`src/rtl/lgs_pkg.sv`:
```
package lgs_pkg;

	localparam int CELL_W      = 8;
	localparam int ROW_BYTES_W = 6;
	localparam int ROW_COUNT_W = 10;
	localparam int CFG_DATA_W  = 10;
	localparam int CFG_INDEX_W = 1;

	localparam logic [CFG_INDEX_W-1:0] CFG_ROW_BYTES = 1'b0;
	localparam logic [CFG_INDEX_W-1:0] CFG_ROW_COUNT = 1'b1;

	localparam logic [ROW_BYTES_W-1:0] RST_ROW_BYTES = 6'd25;
	localparam logic [ROW_COUNT_W-1:0] RST_ROW_COUNT = 10'd240;
	localparam int MIN_ROW_BYTES = 2;
	localparam int MIN_ROW_COUNT = 3;

	localparam int DEF_MAX_ROW_BYTES = 32;
	localparam int DEF_MAX_ROWS      = 1023;

	localparam int QUEUE_DEPTH = 4;

	localparam logic [CELL_W-1:0] LEFT_CELL  = 8'h80;
	localparam logic [CELL_W-1:0] RIGHT_CELL = 8'h01;

	localparam logic [3:0] LIFE_BIRTH   = 4'd3;
	localparam logic [3:0] LIFE_SURVIVE = 4'd2;

	// results owed for one accepted byte
	typedef struct packed {
		logic [CELL_W-1:0] pend_byte;
		logic              has_pend;
		logic [CELL_W-1:0] main_byte;
		logic              has_main;
		logic              flush;
	} entry_t;

	// next generation of the middle byte of a 3x3 byte window
	function automatic logic [CELL_W-1:0] life_byte(input logic [23:0] top,
			input logic [23:0] mid, input logic [23:0] bot);
		logic [CELL_W-1:0] res;
		logic [3:0] n;
		for (int b = 0; b < CELL_W; b++) begin
			n = 4'(top[9+b]) + 4'(top[8+b]) + 4'(top[7+b])
			  + 4'(mid[9+b]) + 4'(mid[7+b])
			  + 4'(bot[9+b]) + 4'(bot[8+b]) + 4'(bot[7+b]);
			res[b] = (n == LIFE_BIRTH) || (mid[8+b] && (n == LIFE_SURVIVE));
		end
		return res;
	endfunction

endpackage

```
`src/rtl/lgs_front.sv`:
```
module lgs_front #(
	parameter int MAX_ROW_BYTES = lgs_pkg::DEF_MAX_ROW_BYTES,
	parameter int MAX_ROWS      = lgs_pkg::DEF_MAX_ROWS
) (
	input  logic                              clk,
	input  logic                              arst_n,
	input  logic                              restart,
	input  logic [$clog2(MAX_ROW_BYTES)-1:0]  last_col,
	input  logic [$clog2(MAX_ROWS)-1:0]       last_row,
	input  logic                              in_valid,
	output logic                              in_ready,
	input  logic [lgs_pkg::CELL_W-1:0]        in_data,
	input  logic                              q_full,
	output logic                              q_push,
	output lgs_pkg::entry_t                   q_data
);

	localparam int CW = $clog2(MAX_ROW_BYTES);
	localparam int RW = $clog2(MAX_ROWS);
	localparam int BW = lgs_pkg::CELL_W;

	logic [CW-1:0]      col_q;
	logic [RW-1:0]      row_q;
	logic               pend_q;
	logic [2:0][23:0]   win_q;

	logic [BW-1:0]      old_mem [MAX_ROW_BYTES];
	logic [BW-1:0]      mid_mem [MAX_ROW_BYTES];
	logic [BW-1:0]      cur_old_q, cur_mid_q, nxt_old_q, nxt_mid_q;

	logic               v_s1;
	logic [2:0][23:0]   pwin_s1, mwin_s1;
	logic               has_pend_s1, pend_zero_s1, has_main_s1, main_zero_s1;
	logic               left_s1, right_s1, flush_s1;

	logic               accept, first_col, end_col, last_row_now;
	logic [BW-1:0]      v;
	logic [2:0][23:0]   b_win, t_win, p_win;
	logic               has_pend, has_main, main_zero, main_left, main_right;
	logic [CW-1:0]      ra;
	logic [BW-1:0]      pend_res, main_res;

	assign in_ready     = !v_s1 || !q_full;
	assign accept       = in_valid && in_ready;
	assign first_col    = (col_q == '0);
	assign end_col      = (col_q == last_col);
	assign last_row_now = (row_q == last_row);

	always_comb begin
		if (row_q == '0 || last_row_now) begin
			v = '0;
		end else begin
			v = in_data;
			if (first_col) v = v & ~lgs_pkg::LEFT_CELL;
			if (end_col) v = v & ~lgs_pkg::RIGHT_CELL;
		end
	end

	// window after shifting in the new column, left columns cleared at a row start
	always_comb begin
		b_win[0] = {(first_col ? 16'h0 : win_q[0][15:0]), cur_old_q};
		b_win[1] = {(first_col ? 16'h0 : win_q[1][15:0]), cur_mid_q};
		b_win[2] = {(first_col ? 16'h0 : win_q[2][15:0]), v};
		// last row: bottom is known dead, right column comes from the stores
		t_win[0] = {b_win[0][15:0], (end_col ? 8'h0 : nxt_old_q)};
		t_win[1] = {b_win[1][15:0], (end_col ? 8'h0 : nxt_mid_q)};
		t_win[2] = '0;
		p_win[0] = {win_q[0][15:0], 8'h0};
		p_win[1] = {win_q[1][15:0], 8'h0};
		p_win[2] = {win_q[2][15:0], 8'h0};
	end

	always_comb begin
		has_pend = first_col && pend_q;
		has_main = last_row_now || (!first_col && row_q != '0);
		if (last_row_now) begin
			main_zero  = 1'b0;
			main_left  = first_col;
			main_right = end_col;
		end else begin
			main_zero  = (row_q == RW'(1));
			main_left  = (col_q == CW'(1));
			main_right = 1'b0;
		end
	end

	// prefetch two columns ahead, wrapping into the next row
	always_comb begin
		if (end_col) ra = CW'(1);
		else if (col_q + CW'(1) == last_col) ra = '0;
		else ra = col_q + CW'(2);
	end

	always_ff @(posedge clk) begin
		if (accept) begin
			old_mem[col_q] <= cur_mid_q;
			mid_mem[col_q] <= v;
			nxt_old_q <= (ra == col_q) ? cur_mid_q : old_mem[ra];
			nxt_mid_q <= (ra == col_q) ? v : mid_mem[ra];
			cur_old_q <= nxt_old_q;
			cur_mid_q <= nxt_mid_q;
		end
	end

	always_ff @(posedge clk or negedge arst_n) begin
		if (!arst_n) begin
			col_q  <= '0;
			row_q  <= '0;
			pend_q <= 1'b0;
			win_q  <= '0;
		end else if (restart) begin
			col_q  <= '0;
			row_q  <= '0;
			pend_q <= 1'b0;
			win_q  <= '0;
		end else if (accept) begin
			win_q <= b_win;
			if (end_col) begin
				col_q <= '0;
				if (last_row_now) begin
					row_q  <= '0;
					pend_q <= 1'b0;
					win_q  <= '0;
				end else begin
					row_q  <= row_q + RW'(1);
					pend_q <= (row_q != '0);
				end
			end else begin
				col_q <= col_q + CW'(1);
			end
		end
	end

	always_ff @(posedge clk or negedge arst_n) begin
		if (!arst_n) begin
			v_s1 <= 1'b0;
		end else if (restart) begin
			v_s1 <= 1'b0;
		end else if (accept) begin
			v_s1 <= has_pend || has_main;
		end else if (!q_full) begin
			v_s1 <= 1'b0;
		end
	end

	always_ff @(posedge clk) begin
		if (accept) begin
			pwin_s1      <= p_win;
			mwin_s1      <= last_row_now ? t_win : b_win;
			has_pend_s1  <= has_pend;
			pend_zero_s1 <= (row_q == RW'(2));
			has_main_s1  <= has_main;
			main_zero_s1 <= main_zero;
			left_s1      <= main_left;
			right_s1     <= main_right;
			flush_s1     <= last_row_now && end_col;
		end
	end

	always_comb begin
		pend_res = lgs_pkg::life_byte(pwin_s1[0], pwin_s1[1], pwin_s1[2]);
		main_res = lgs_pkg::life_byte(mwin_s1[0], mwin_s1[1], mwin_s1[2]);
		q_data.pend_byte = pend_zero_s1 ? '0 : (pend_res & ~lgs_pkg::RIGHT_CELL);
		q_data.has_pend  = has_pend_s1;
		if (main_zero_s1) begin
			q_data.main_byte = '0;
		end else begin
			q_data.main_byte = main_res
				& ~(left_s1 ? lgs_pkg::LEFT_CELL : 8'h0)
				& ~(right_s1 ? lgs_pkg::RIGHT_CELL : 8'h0);
		end
		q_data.has_main  = has_main_s1;
		q_data.flush     = flush_s1;
	end

	assign q_push = v_s1 && !q_full;

endmodule

```
`src/rtl/lgs_queue.sv`:
```
module lgs_queue (
	input  logic            clk,
	input  logic            arst_n,
	input  logic            push,
	input  lgs_pkg::entry_t push_data,
	input  logic            pop,
	output lgs_pkg::entry_t head,
	output logic            full,
	output logic            empty
);

	localparam int DEPTH = lgs_pkg::QUEUE_DEPTH;
	localparam int PW    = $clog2(DEPTH);
	localparam int NW    = $clog2(DEPTH + 1);

	lgs_pkg::entry_t slots [DEPTH];
	logic [PW-1:0]   wr_ptr_q, rd_ptr_q;
	logic [NW-1:0]   count_q;

	assign full  = (count_q == NW'(DEPTH));
	assign empty = (count_q == '0);
	assign head  = slots[rd_ptr_q];

	always_ff @(posedge clk) begin
		if (push) slots[wr_ptr_q] <= push_data;
	end

	always_ff @(posedge clk or negedge arst_n) begin
		if (!arst_n) begin
			wr_ptr_q <= '0;
			rd_ptr_q <= '0;
			count_q  <= '0;
		end else begin
			if (push) wr_ptr_q <= (wr_ptr_q == PW'(DEPTH - 1)) ? '0 : wr_ptr_q + PW'(1);
			if (pop) rd_ptr_q <= (rd_ptr_q == PW'(DEPTH - 1)) ? '0 : rd_ptr_q + PW'(1);
			if (push && !pop) count_q <= count_q + NW'(1);
			else if (pop && !push) count_q <= count_q - NW'(1);
		end
	end

endmodule

```
`src/rtl/lgs_back.sv`:
```
module lgs_back #(
	parameter int MAX_ROW_BYTES = lgs_pkg::DEF_MAX_ROW_BYTES
) (
	input  logic                             clk,
	input  logic                             arst_n,
	input  logic [$clog2(MAX_ROW_BYTES)-1:0] last_col,
	input  lgs_pkg::entry_t                  head,
	input  logic                             empty,
	output logic                             pop,
	output logic                             out_valid,
	input  logic                             out_ready,
	output logic [lgs_pkg::CELL_W-1:0]       out_data,
	output logic                             out_last,
	output logic                             out_done
);

	localparam int CW = $clog2(MAX_ROW_BYTES);

	localparam logic [1:0] PH_PEND = 2'd0;
	localparam logic [1:0] PH_MAIN = 2'd1;
	localparam logic [1:0] PH_ZERO = 2'd2;

	logic [1:0]                  ph_q, kind;
	logic [CW-1:0]               cnt_q;
	logic                        valid_q, last_q, done_q;
	logic [lgs_pkg::CELL_W-1:0]  data_q;
	logic [lgs_pkg::CELL_W-1:0]  beat_data;
	logic                        beat_last, beat_done, load;

	always_comb begin
		priority if (ph_q == PH_PEND && head.has_pend) kind = PH_PEND;
		else if (ph_q != PH_ZERO && head.has_main) kind = PH_MAIN;
		else kind = PH_ZERO;
	end

	always_comb begin
		beat_done = 1'b0;
		unique case (kind)
			PH_PEND: begin
				beat_data = head.pend_byte;
				beat_last = !head.has_main && !head.flush;
			end
			PH_MAIN: begin
				beat_data = head.main_byte;
				beat_last = !head.flush;
			end
			default: begin
				// flush of the all-dead bottom row
				beat_data = '0;
				beat_last = (cnt_q == last_col);
				beat_done = beat_last;
			end
		endcase
	end

	assign load = !empty && (!valid_q || out_ready);
	assign pop  = load && beat_last;

	always_ff @(posedge clk or negedge arst_n) begin
		if (!arst_n) begin
			ph_q    <= PH_PEND;
			cnt_q   <= '0;
			valid_q <= 1'b0;
		end else begin
			if (load) begin
				valid_q <= 1'b1;
				if (beat_last) begin
					ph_q  <= PH_PEND;
					cnt_q <= '0;
				end else begin
					ph_q <= (kind == PH_PEND) ? PH_MAIN : PH_ZERO;
					if (kind == PH_ZERO) cnt_q <= cnt_q + CW'(1);
				end
			end else if (out_ready) begin
				valid_q <= 1'b0;
			end
		end
	end

	always_ff @(posedge clk) begin
		if (load) begin
			data_q <= beat_data;
			last_q <= beat_last;
			done_q <= beat_done;
		end
	end

	assign out_valid = valid_q;
	assign out_data  = data_q;
	assign out_last  = last_q;
	assign out_done  = done_q;

endmodule

```
`src/rtl/life_generation_stencil.sv`:
```
// next generation of a bit-packed life grid (birth on 3, survival on 2 or 3)
//
// s_* carries the current generation in raster order, one byte of eight cells
// per beat, bit 7 leftmost. m_* returns the next generation in the same order;
// m_tlast closes the results owed for one input beat, m_tuser flags the final
// byte of a frame. Edge cells are always dead.
// wr_en/wr_index/wr_data set row_bytes (index 0) and row_count (index 1);
// any write restarts the frame, so write only while the block is idle.
// One input byte is taken per cycle unless the queue is full. A result is
// registered in the window stage, then in the queue, then in the output
// register before it shows on m_tvalid. Result bytes trail the input by one
// row plus one byte; the last byte of a frame releases the end of the row above
// plus row_bytes dead bytes, so that beat yields row_bytes+1 output bytes. Line
// stores are read two columns ahead so that each byte needs one store read.
// A four-entry queue sits between evaluation and output: when m_tready is low
// the queue fills and then s_tready drops; nothing is lost.
// Reset clears position, window and queue; line store contents are never
// needed before they are written within a frame.
module life_generation_stencil #(
	parameter int MAX_ROW_BYTES = lgs_pkg::DEF_MAX_ROW_BYTES,
	parameter int MAX_ROWS      = lgs_pkg::DEF_MAX_ROWS
) (
	input  logic                             clk,
	input  logic                             arst_n,
	input  logic                             wr_en,
	input  logic [lgs_pkg::CFG_INDEX_W-1:0]  wr_index,
	input  logic [lgs_pkg::CFG_DATA_W-1:0]   wr_data,
	input  logic                             s_tvalid,
	output logic                             s_tready,
	input  logic [lgs_pkg::CELL_W-1:0]       s_tdata,   // [7:0] cells_in
	output logic                             m_tvalid,
	input  logic                             m_tready,
	output logic [lgs_pkg::CELL_W-1:0]       m_tdata,   // [7:0] cells_out
	output logic                             m_tlast,
	output logic                             m_tuser    // [0] frame_done
);

	localparam int CW  = $clog2(MAX_ROW_BYTES);
	localparam int RW  = $clog2(MAX_ROWS);
	localparam int RBW = lgs_pkg::ROW_BYTES_W;
	localparam int RCW = lgs_pkg::ROW_COUNT_W;
	localparam int HW  = (RW + 1 > RCW) ? RW + 1 : RCW;

	localparam logic [RBW-1:0] MAX_W = RBW'(MAX_ROW_BYTES);
	localparam logic [RBW-1:0] MIN_W = RBW'(lgs_pkg::MIN_ROW_BYTES);
	localparam logic [HW-1:0]  MAX_H = HW'(MAX_ROWS);
	localparam logic [HW-1:0]  MIN_H = HW'(lgs_pkg::MIN_ROW_COUNT);

	logic [RBW-1:0]  row_bytes_q, w_eff;
	logic [RCW-1:0]  row_count_q;
	logic [HW-1:0]   h_full, h_eff;
	logic [CW-1:0]   last_col;
	logic [RW-1:0]   last_row;

	logic            q_push, q_pop, q_full, q_empty;
	lgs_pkg::entry_t q_in, q_head;

	always_ff @(posedge clk or negedge arst_n) begin
		if (!arst_n) begin
			row_bytes_q <= lgs_pkg::RST_ROW_BYTES;
			row_count_q <= lgs_pkg::RST_ROW_COUNT;
		end else if (wr_en) begin
			unique case (wr_index)
				lgs_pkg::CFG_ROW_BYTES: row_bytes_q <= wr_data[RBW-1:0];
				lgs_pkg::CFG_ROW_COUNT: row_count_q <= wr_data[RCW-1:0];
				default: ;
			endcase
		end
	end

	always_comb begin
		if (row_bytes_q < MIN_W) w_eff = MIN_W;
		else if (row_bytes_q > MAX_W) w_eff = MAX_W;
		else w_eff = row_bytes_q;
		h_full = HW'(row_count_q);
		if (h_full < MIN_H) h_eff = MIN_H;
		else if (h_full > MAX_H) h_eff = MAX_H;
		else h_eff = h_full;
	end

	assign last_col = CW'(w_eff - RBW'(1));
	assign last_row = RW'(h_eff - HW'(1));

	lgs_front #(
		.MAX_ROW_BYTES(MAX_ROW_BYTES),
		.MAX_ROWS     (MAX_ROWS)
	) u_front (
		.clk     (clk),
		.arst_n  (arst_n),
		.restart (wr_en),
		.last_col(last_col),
		.last_row(last_row),
		.in_valid(s_tvalid),
		.in_ready(s_tready),
		.in_data (s_tdata),
		.q_full  (q_full),
		.q_push  (q_push),
		.q_data  (q_in)
	);

	lgs_queue u_queue (
		.clk      (clk),
		.arst_n   (arst_n),
		.push     (q_push),
		.push_data(q_in),
		.pop      (q_pop),
		.head     (q_head),
		.full     (q_full),
		.empty    (q_empty)
	);

	lgs_back #(
		.MAX_ROW_BYTES(MAX_ROW_BYTES)
	) u_back (
		.clk      (clk),
		.arst_n   (arst_n),
		.last_col (last_col),
		.head     (q_head),
		.empty    (q_empty),
		.pop      (q_pop),
		.out_valid(m_tvalid),
		.out_ready(m_tready),
		.out_data (m_tdata),
		.out_last (m_tlast),
		.out_done (m_tuser)
	);

	a_push_not_full: assert property (@(posedge clk) disable iff (!arst_n)
		q_push |-> !q_full)
		else $error("queue written while full");

	a_pop_not_empty: assert property (@(posedge clk) disable iff (!arst_n)
		q_pop |-> !q_empty)
		else $error("queue read while empty");

	a_done_is_last: assert property (@(posedge clk) disable iff (!arst_n)
		(m_tvalid && m_tuser) |-> m_tlast)
		else $error("frame end not on the last beat of its input");

	a_push_has_result: assert property (@(posedge clk) disable iff (!arst_n)
		q_push |-> (q_in.has_pend || q_in.has_main))
		else $error("queue entry without any result");

endmodule

```
`config.mk`:
```
export PLATFORM = sky130hd
export DESIGN_NAME = life_generation_stencil
export DESIGN_NICKNAME = d
export VERILOG_FILES = /design/src/rtl/lgs_pkg.sv /design/src/rtl/lgs_front.sv /design/src/rtl/lgs_queue.sv /design/src/rtl/lgs_back.sv /design/src/rtl/life_generation_stencil.sv
export SDC_FILE = /design/constraint.sdc
export NUM_CORES = 1
export LEC_CHECK = 0
export ABC_AREA = 0
export ABC_CLOCK_PERIOD_IN_PS = 6550
export BUFFER_PORTS_ARGS = -buffer_cell sky130_fd_sc_hd__clkbuf_2
export CAP_MARGIN = 25
export CORE_MARGIN = 2
export CORE_UTILIZATION = 30
export CTS_BUF_LIST = sky130_fd_sc_hd__clkbuf_4 sky130_fd_sc_hd__clkbuf_8 sky130_fd_sc_hd__clkbuf_16
export CTS_CLUSTER_DIAMETER = 60
export DETAILED_ROUTE_END_ITERATION = 8
export GPL_ROUTABILITY_DRIVEN = 1
export PLACE_DENSITY = 0.5
export SLEW_MARGIN = 40
export SYNTH_ARGS = -nofsm -noshare
export SYNTH_HDL_FRONTEND = slang
export SYNTH_SLANG_ARGS = --single-unit
```
`constraint.sdc`:
```
create_clock -name clk -period 6.55 [get_ports clk]
set_input_delay 1.31 -clock clk [delete_from_list [all_inputs] [get_ports clk]]
set_output_delay 1.31 -clock clk [all_outputs]
set_load 0.005 [all_outputs]
```
==> summary.txt, run 1 <==
Drt
  – Max Used Layer: met5
  – Routed met3 length: between 5 and 6 mm
  – Drt drc: 0
  – Iteration-0 DRC count of the detailed router: approximately 1700
  – Routed wire length: about 89 mm
  – DR vias: ~20000
  – WL per Instance: 22.43 um
  – Metal1 wirelength: a little under 40 mm
  – Final antenna-violating net count: 0
  – Vias per cell: 5.033
  – Pre-antenna DRT Iters: 5
  – WL met2: approximately 42 mm

Setup path
  – Worst-path fanout max: 29
  – Critical path class: reg -> reg
  – Worst endpoint required time: roughly 7 ns
  – Crit path DAT: ~5.7 ns
  – Startpoint Class: register
  – Endpoint type of the worst setup path: register

Clock tree
  – PostCTS Resize Cnt: 0
  – # Post-CTS Setup Buffers: 0
  – H-tree levels: 3
  – Worst skew pair latency: between 0.6 and 0.7 ns
  – TritonCTS Sinks: about 770
  – Maximum clock path buffer count: 3
  – Root buffer cell: clkbuf_16
  – CTS tree: done
  – CTS Buf Count: 81
  – # hold bufs at CTS: 0
  – Reg clk slew, reported paths: roughly 0.060 ns

Final layout
  – Commonest non-fill, non-tap cell in the layout: edfxtp_1
  – Post-route cell area: 0.03864 mm2
  – Most frequent cells in the layout: edfxtp_1, nand2_1, inv_1
  – Multi-input logic area: 0.01001 mm2
  – Sequential cell area: roughly 0.023 mm2
  – Post-layout net count: roughly 2600
  – Synthesis-to-finish area growth: 14.90%
  – Fill count: roughly 11000
  – Final std cells w/o fill: about 4000
  – Share of cells above drive strength 1: 13.85%

Power and ir drop
  – Overall Power: ~12 mW
  – Worst vdd ir: 207.4 uV
  – Leakage power figure: ~15 nW
  – Pwr dens: between 300 and 400 mW/mm2

Die
  – Top Ports: 36
  – Die width: between 300 and 400 um
  – Die height: between 300 and 400 um
  – Core area: about 0.11 mm2
  – Cell Rows: approximately 120
  – Initial Util: a little under a third
  – Die ar.: between 0.1 and 0.15 mm2

Timing
  – RSZ-0062 raised after global routing: false
  – TNS Setup: 0 ns
  – Final setup viols: 0
  – Worst-margin pin slew: ~0.85 ns
  – Final Hold Viols: 0
  – Slew Viols, Final: 0
  – Hold WS: 0.4234 ns
  – Clock skew: 0.02168 ns
  – Max Freq: ~190 MHz
  – Period Utilization, post-route: about 81%
  – Min cycle time layout: 5.312 ns
  – Relative slew slack: between 40% and 50%

Worst hold path
  – Worst hold path class: reg -> reg

Synth
  – Seq/Total Area, Yosys: between 60% and 70%
  – Syn nets: roughly 2500
  – Fraction of registers with async set/reset: roughly 10%
  – Netlist cell types: 76
  – Post-synth EDFFs: 690
  – Mapped cell area: approximately 0.034 mm2
  – Top FF cell, synth: edfxtp_1
  – Post-Synthesis Cells: between 2000 and 2500
  – FF+latch count, synth: 765
  – Syn_area_per_cell: ~14 um2
  – Synth Warn #: 0

GRT
  – Initial antenna violation count: 2
  – Pin count of the biggest net entering global routing: roughly 80
  – First-pass GRT wire length: approximately 130 mm
  – Vias in the first global route: about 20000
  – GRT Util Overall: between 10% and 20%
  – Global route overflow: 0

Placement
  – Final HPWL DP: approximately 56 mm
  – Port Buffers: 35
  – GPL Wtd Cong: between 0.8 and 0.9
  – Placed Instance Area: around 0.036 mm2
  – Placed cell count: ~3800

Job
  – Maxcap violations: 0

Run status
  – Status: completed
[sequential cells by signal, indices dropped and copies added, names as in the netlist, 10 cells and up]
register,cells
row_count_q,10
u_queue.slots,72
u_front.row_q,10
u_front.mwin_s1,30
u_front.p_win,27
u_front.old_mem,256
u_front.mid_mem,256
u_front.pwin_s1,27
[cell type report]
| type | count | area share, % |
|---|---|---|
| well taps | 1488 | 4.818 |
| diodes | 1 | 0.006475 |
| repair buffers | 128 | 2.380 |
| flip-flops and latches | 765 | 58.50 |
| inverters | 137 | 1.344 |
| multi-input cells | 1296 | 25.91 |
| clock inverters | 54 | 1.425 |
| clock buffers | 97 | 5.617 |
[worst paths after layout]
path,from,to,depth (start not counted),slack (ns)
max,row_bytes_q[2],u_front.nxt_mid_q[6],14,1.24
min reg2reg,u_front.nxt_mid_q[0],u_front.cur_mid_q[0],0,0.42
max in group asynchronous,arst_n,u_queue.rd_ptr_q[1],1,5.30
min in group asynchronous,arst_n,u_front.p_win[35],1,0.69
min,u_front.nxt_mid_q[0],u_front.cur_mid_q[0],0,0.42
max reg2reg,row_bytes_q[2],u_front.nxt_mid_q[6],14,1.24
[Yosys cell counts, drive strengths merged, types with 17 or more instances]
master	n	area share, %
edfxtp	690	62
nand2	176	2.0
inv	136	1.5
a211oi	135	3.1
and3	123	2.3
mux2i	96	2.9
nand3	86	1.3
nor2	84	0.94
o21ai	77	1.1
clkbuf	76	0.85
dfrtp	68	5.1
ha	63	2.3
fa	61	3.6
buf	58	0.99
a21oi	37	0.55
a311oi	27	0.70
o22ai	25	0.47
xnor2	21	0.55
mux2	20	0.67
nor4	19	0.37
xor2	18	0.47
a22o	17	0.44
mux4	17	1.1
nor3	17	0.32
[cell families (layout without fill, tap and decap cells)]
kind of cell	count (synthesis)	after routing	synth area share, %
AO/OA/AOI/OAI	427	427	9.040
XOR/XNOR	40	40	1.083
adder cells (fa/ha/maj)	124	124	5.974
buffers and inverters	271	416	3.363
flip-flops	765	765	67.21
multiplexers	133	133	4.665
other	0	1	0
AND/OR/NAND/NOR	572	572	8.664
[worst max-delay path, stage by stage (launching register included)]
cell and delay (ns):
dfrtp_1 0.45, nor4_1 0.49, nor2_1 0.21, inv_1 0.11, ha_1 0.25, or4b_1 0.47
o211ai_2 0.14, xnor2_1 0.19, and4_1 0.48, nor3_4 0.66, buf_4 0.50, mux2i_1 0.25
o22ai_1 0.12, nor4_1 0.54, o211ai_1 0.17
[where the power goes]
part / switching (mW) / leakage [nW] / internal [mW]
Clock: 1.95 / 1.34 / 2.74
Combinational: 1.10 / 5.52 / 0.711
Sequential: 0.170 / 7.92 / 5.56
Total: 3.22 / 14.8 / 9.01
[metrics by stage]
| step | utilization [%] | setup slack [ns] |
|---|---|---|
| floorplan | - | 0.2279 |
| global placement | 32.29 | 1.337 |
| detailed placement | 32.32 | 1.179 |
| CTS | 34.78 | 1.190 |
| global route | 34.82 | 0.8550 |
| finish | 34.82 | 1.238 |
[routing by layer]
| layer | global-route usage, % | up-vias |
|---|---|---|
| met1 | 20.70 | 10188 |
| met2 | 24.22 | 552 |
| met3 | 2.787 | 152 |
| met4 | 5.222 | 2 |
| li1 | - | 9066 |
| met5 | 0 | - |
Power figures use the tool's default switching activity.
==> inputs of run 2 (changes only) <==
ABC_CLOCK_PERIOD_IN_PS = 5250   (was 6550)
clock period = 5.25 ns   (was 6.55 ns; I/O delays follow)
==> summary.txt, run 2 (synthesized netlist as in run 1, its figures left out) <==
Final layout
  – N_diodes: 0 (-1)
  – Fin util: 35.02% (+0.20 points)
  – Synthesis-to-finish area growth: 15.56%
  – Post-route cell area: 0.03887 mm2 (+0.58%)
  – Final std cells w/o fill: 3987 (+0.53%)
  – Commonest non-fill, non-tap cell in the layout: edfxtp_1
  – Post-layout net count: 2580 (+0.90%)
  – Most frequent cells in the layout: edfxtp_1, nand2_1, inv_1
  – Share of cells above drive strength 1: 14.45% (+0.60 points)
  – Biggest regs: u_front.mid_mem x256, u_front.old_mem x256, u_queue.slots x72

Timing
  – Final setup viols: 0 (unchanged)
  – Worst-margin pin slew: 0.8030 ns (-0.04455 ns)
  – Max Freq: 202.7 MHz (+7.7%)
  – TNS Setup: 0 ns (unchanged)
  – Final Hold Viols: 0 (unchanged)
  – Relative slew slack: 45.97% (+2.5 points)
  – Period Utilization, post-route: 93.97% (+13 points)
  – Clock skew: 0.03556 ns (+0.01388 ns)
  – Setup ws final: 0.3165 ns (-0.9212 ns)
  – Min cycle time layout: 4.934 ns (-0.3788 ns)
  – Slew Viols, Final: 0 (unchanged)
  – Hold WS: 0.4074 ns (-0.01600 ns)
  – RSZ-0062 raised after global routing: false

Setup path
  – Endpoint type of the worst setup path: register
  – Critical path class: reg -> reg
  – Worst-path fanout max: 46 (+59%)
  – Buf/Inv on CP: 2 (unchanged)
  – CP Cell Sequence: nand2b_1 -> nor2_1 -> inv_1 -> ha_1 -> xnor2_1 -> xnor3_1 -> nor4_2 -> nand3_4 -> buf_4 -> nand4_1 -> o22ai_1 -> o41ai_1 -> o211ai_1
  – Worst endpoint required time: 5.62 ns (-1.28 ns)
  – R2R depth: 13 (-1)
  – Crit path largest cell delay: 0.69 ns (+0.03 ns)
  – Crit path DAT: 5.30 ns (-0.37 ns)
  – Critical path depth: 13 (-1)
  – CP max-delay cell: o41ai_1
  – Cell family with the largest share of critical-path delay: simple AND/OR/NAND/NOR gates
  – Startpoint Class: register

Drt
  – Iteration-0 DRC count of the detailed router: 1874 (+10%)
  – Vias per cell: 5.083 (+0.99%)
  – DR vias: 20264 (+1.5%)
  – Final antenna-violating net count: 0 (unchanged)
  – WL per Instance: 22.68 um (+1.1%)
  – Drt drc: 0 (unchanged)
  – Routed wire length: 90.41 mm (+1.6%)
  – Pre-antenna DRT Iters: 5 (unchanged)

GRT
  – Vias in the first global route: 20727 (+3.3%)
  – GRT Util Overall: 15.51% (+0.35 points)
  – Initial antenna violation count: 2 (unchanged)
  – First-pass GRT wire length: 134.8 mm (+2.5%)
  – Pin count of the biggest net entering global routing: 98 (+20%)
  – Global route overflow: 0 (unchanged)

Power and ir drop
  – Overall Power: 15.39 mW (+26%)
  – Power Internal: 11.33 mW (+26%)
  – Leakage power figure: 14.92 nW (+0.93%)
  – Worst vdd ir: 235.5 uV (+14%)
  – Pwr dens: 395.9 mW/mm2 (+25%)
  – Switching power total: 4.058 mW (+26%)
  – Sw Ratio: 26.37% (+0.038 points)
  – Flop pwr share: 46.3% (-0.5 points)
  – Comb pwr share: 15.2% (+0.4 points)
  – Clk pwr share: 38.5% (+0.2 points)

Die
  – Die ar.: 0.1148 mm2 (unchanged)
  – Initial Util: 30.31% (unchanged)
  – Cell Rows: 122 (unchanged)
  – Core area: 0.1110 mm2 (unchanged)
  – Die width: 338.8 um (unchanged)
  – Die height: 338.8 um (unchanged)
  – Top Ports: 36 (unchanged)

Clock tree
  – CTS tree: done
  – Maximum clock path buffer count: 3 (unchanged)
  – Root buffer cell: clkbuf_16
  – Reg clk slew, reported paths: 0.07 ns (about the same)
  – H-tree levels: 3 (unchanged)
  – TritonCTS Sinks: 765 (unchanged)
  – CTS Buf Count: 85 (+4.9%)
  – # hold bufs at CTS: 0 (unchanged)
  – Worst skew pair latency: 0.65 ns (about the same)

Placement
  – Final HPWL DP: 57.60 mm (+2.2%)
  – Port Buffers: 35 (unchanged)
  – Pre-CTS WS: 0.02387 ns (-1.155 ns)
  – Placed Instance Area: 0.03603 mm2 (+0.45%)
  – Placed cell count: 3831 (+0.47%)
  – GPL Wtd Cong: 0.7902 (-1.4%)

Job
  – Maxcap violations: 0 (unchanged)

Worst hold path
  – Worst hold path class: in -> async

Run status
  – Status: completed
==> run 2: changes by cell type in the layout (fill, tap and decap cells not counted), moves of 3 or more <==
cell,delta
buf_4,+14
clkbuf_16,+5
clkbuf_4,+4
clkinv_2,-5
inv_6,+3
inv_8,+3
nor2_1,+3
==> run 2: power by group through the flow <==
stage | logic [mW] | registers, mW | clock network [mW]
floorplan | 1.57 | 7.20 | 0
global placement | 2.27 | 7.24 | 0
detailed placement | 2.34 | 7.26 | 0
CTS | 2.36 | 7.13 | 6.05
global route | 2.61 | 7.15 | 6.30
finish | 2.34 | 7.13 | 5.92
==> run 2: per-layer routing <==
metal | vias up | part of all wire, % | track usage, %
li1 | 9142 | - | -
met1 | 10382 | 43 | 20.60
met2 | 611 | 48 | 25.85
met3 | 129 | 6.4 | 3.152
met4 | 0 | 2.3 | 4.037
met5 | - | 0 | 0
==> run 2: what timing repair did <==
item | CTS | global route
setup buffers | 0 | 1
hold endpoints to repair | 0 | 0
setup endpoints to repair | 0 | 10
resized for setup | 0 | 5
==> run 2: path summary, 6_finish.rpt <==
check                                     start                   end  slack [ns]
max                              row_bytes_q[5]  u_front.nxt_mid_q[7]        0.32
min                                      arst_n     u_front.p_win[33]        0.41
max reg2reg                      row_bytes_q[5]  u_front.nxt_mid_q[7]        0.32
min reg2reg                u_front.nxt_mid_q[5]  u_front.cur_mid_q[5]        0.42
max in group asynchronous                arst_n        row_count_q[8]        4.29
min in group clk           u_front.nxt_mid_q[5]  u_front.cur_mid_q[5]        0.42
==> run 2: cell type report <==
cell class / instances / area, um2
clock buffers: 105 / 2301
well taps: 1488 / 1862
fillers: 10636 / 72110
repair buffers: 147 / 1112
inverters: 137 / 516.7
multi-input cells: 1296 / 10000
clock inverters: 49 / 471.7
flip-flops and latches: 765 / 22610
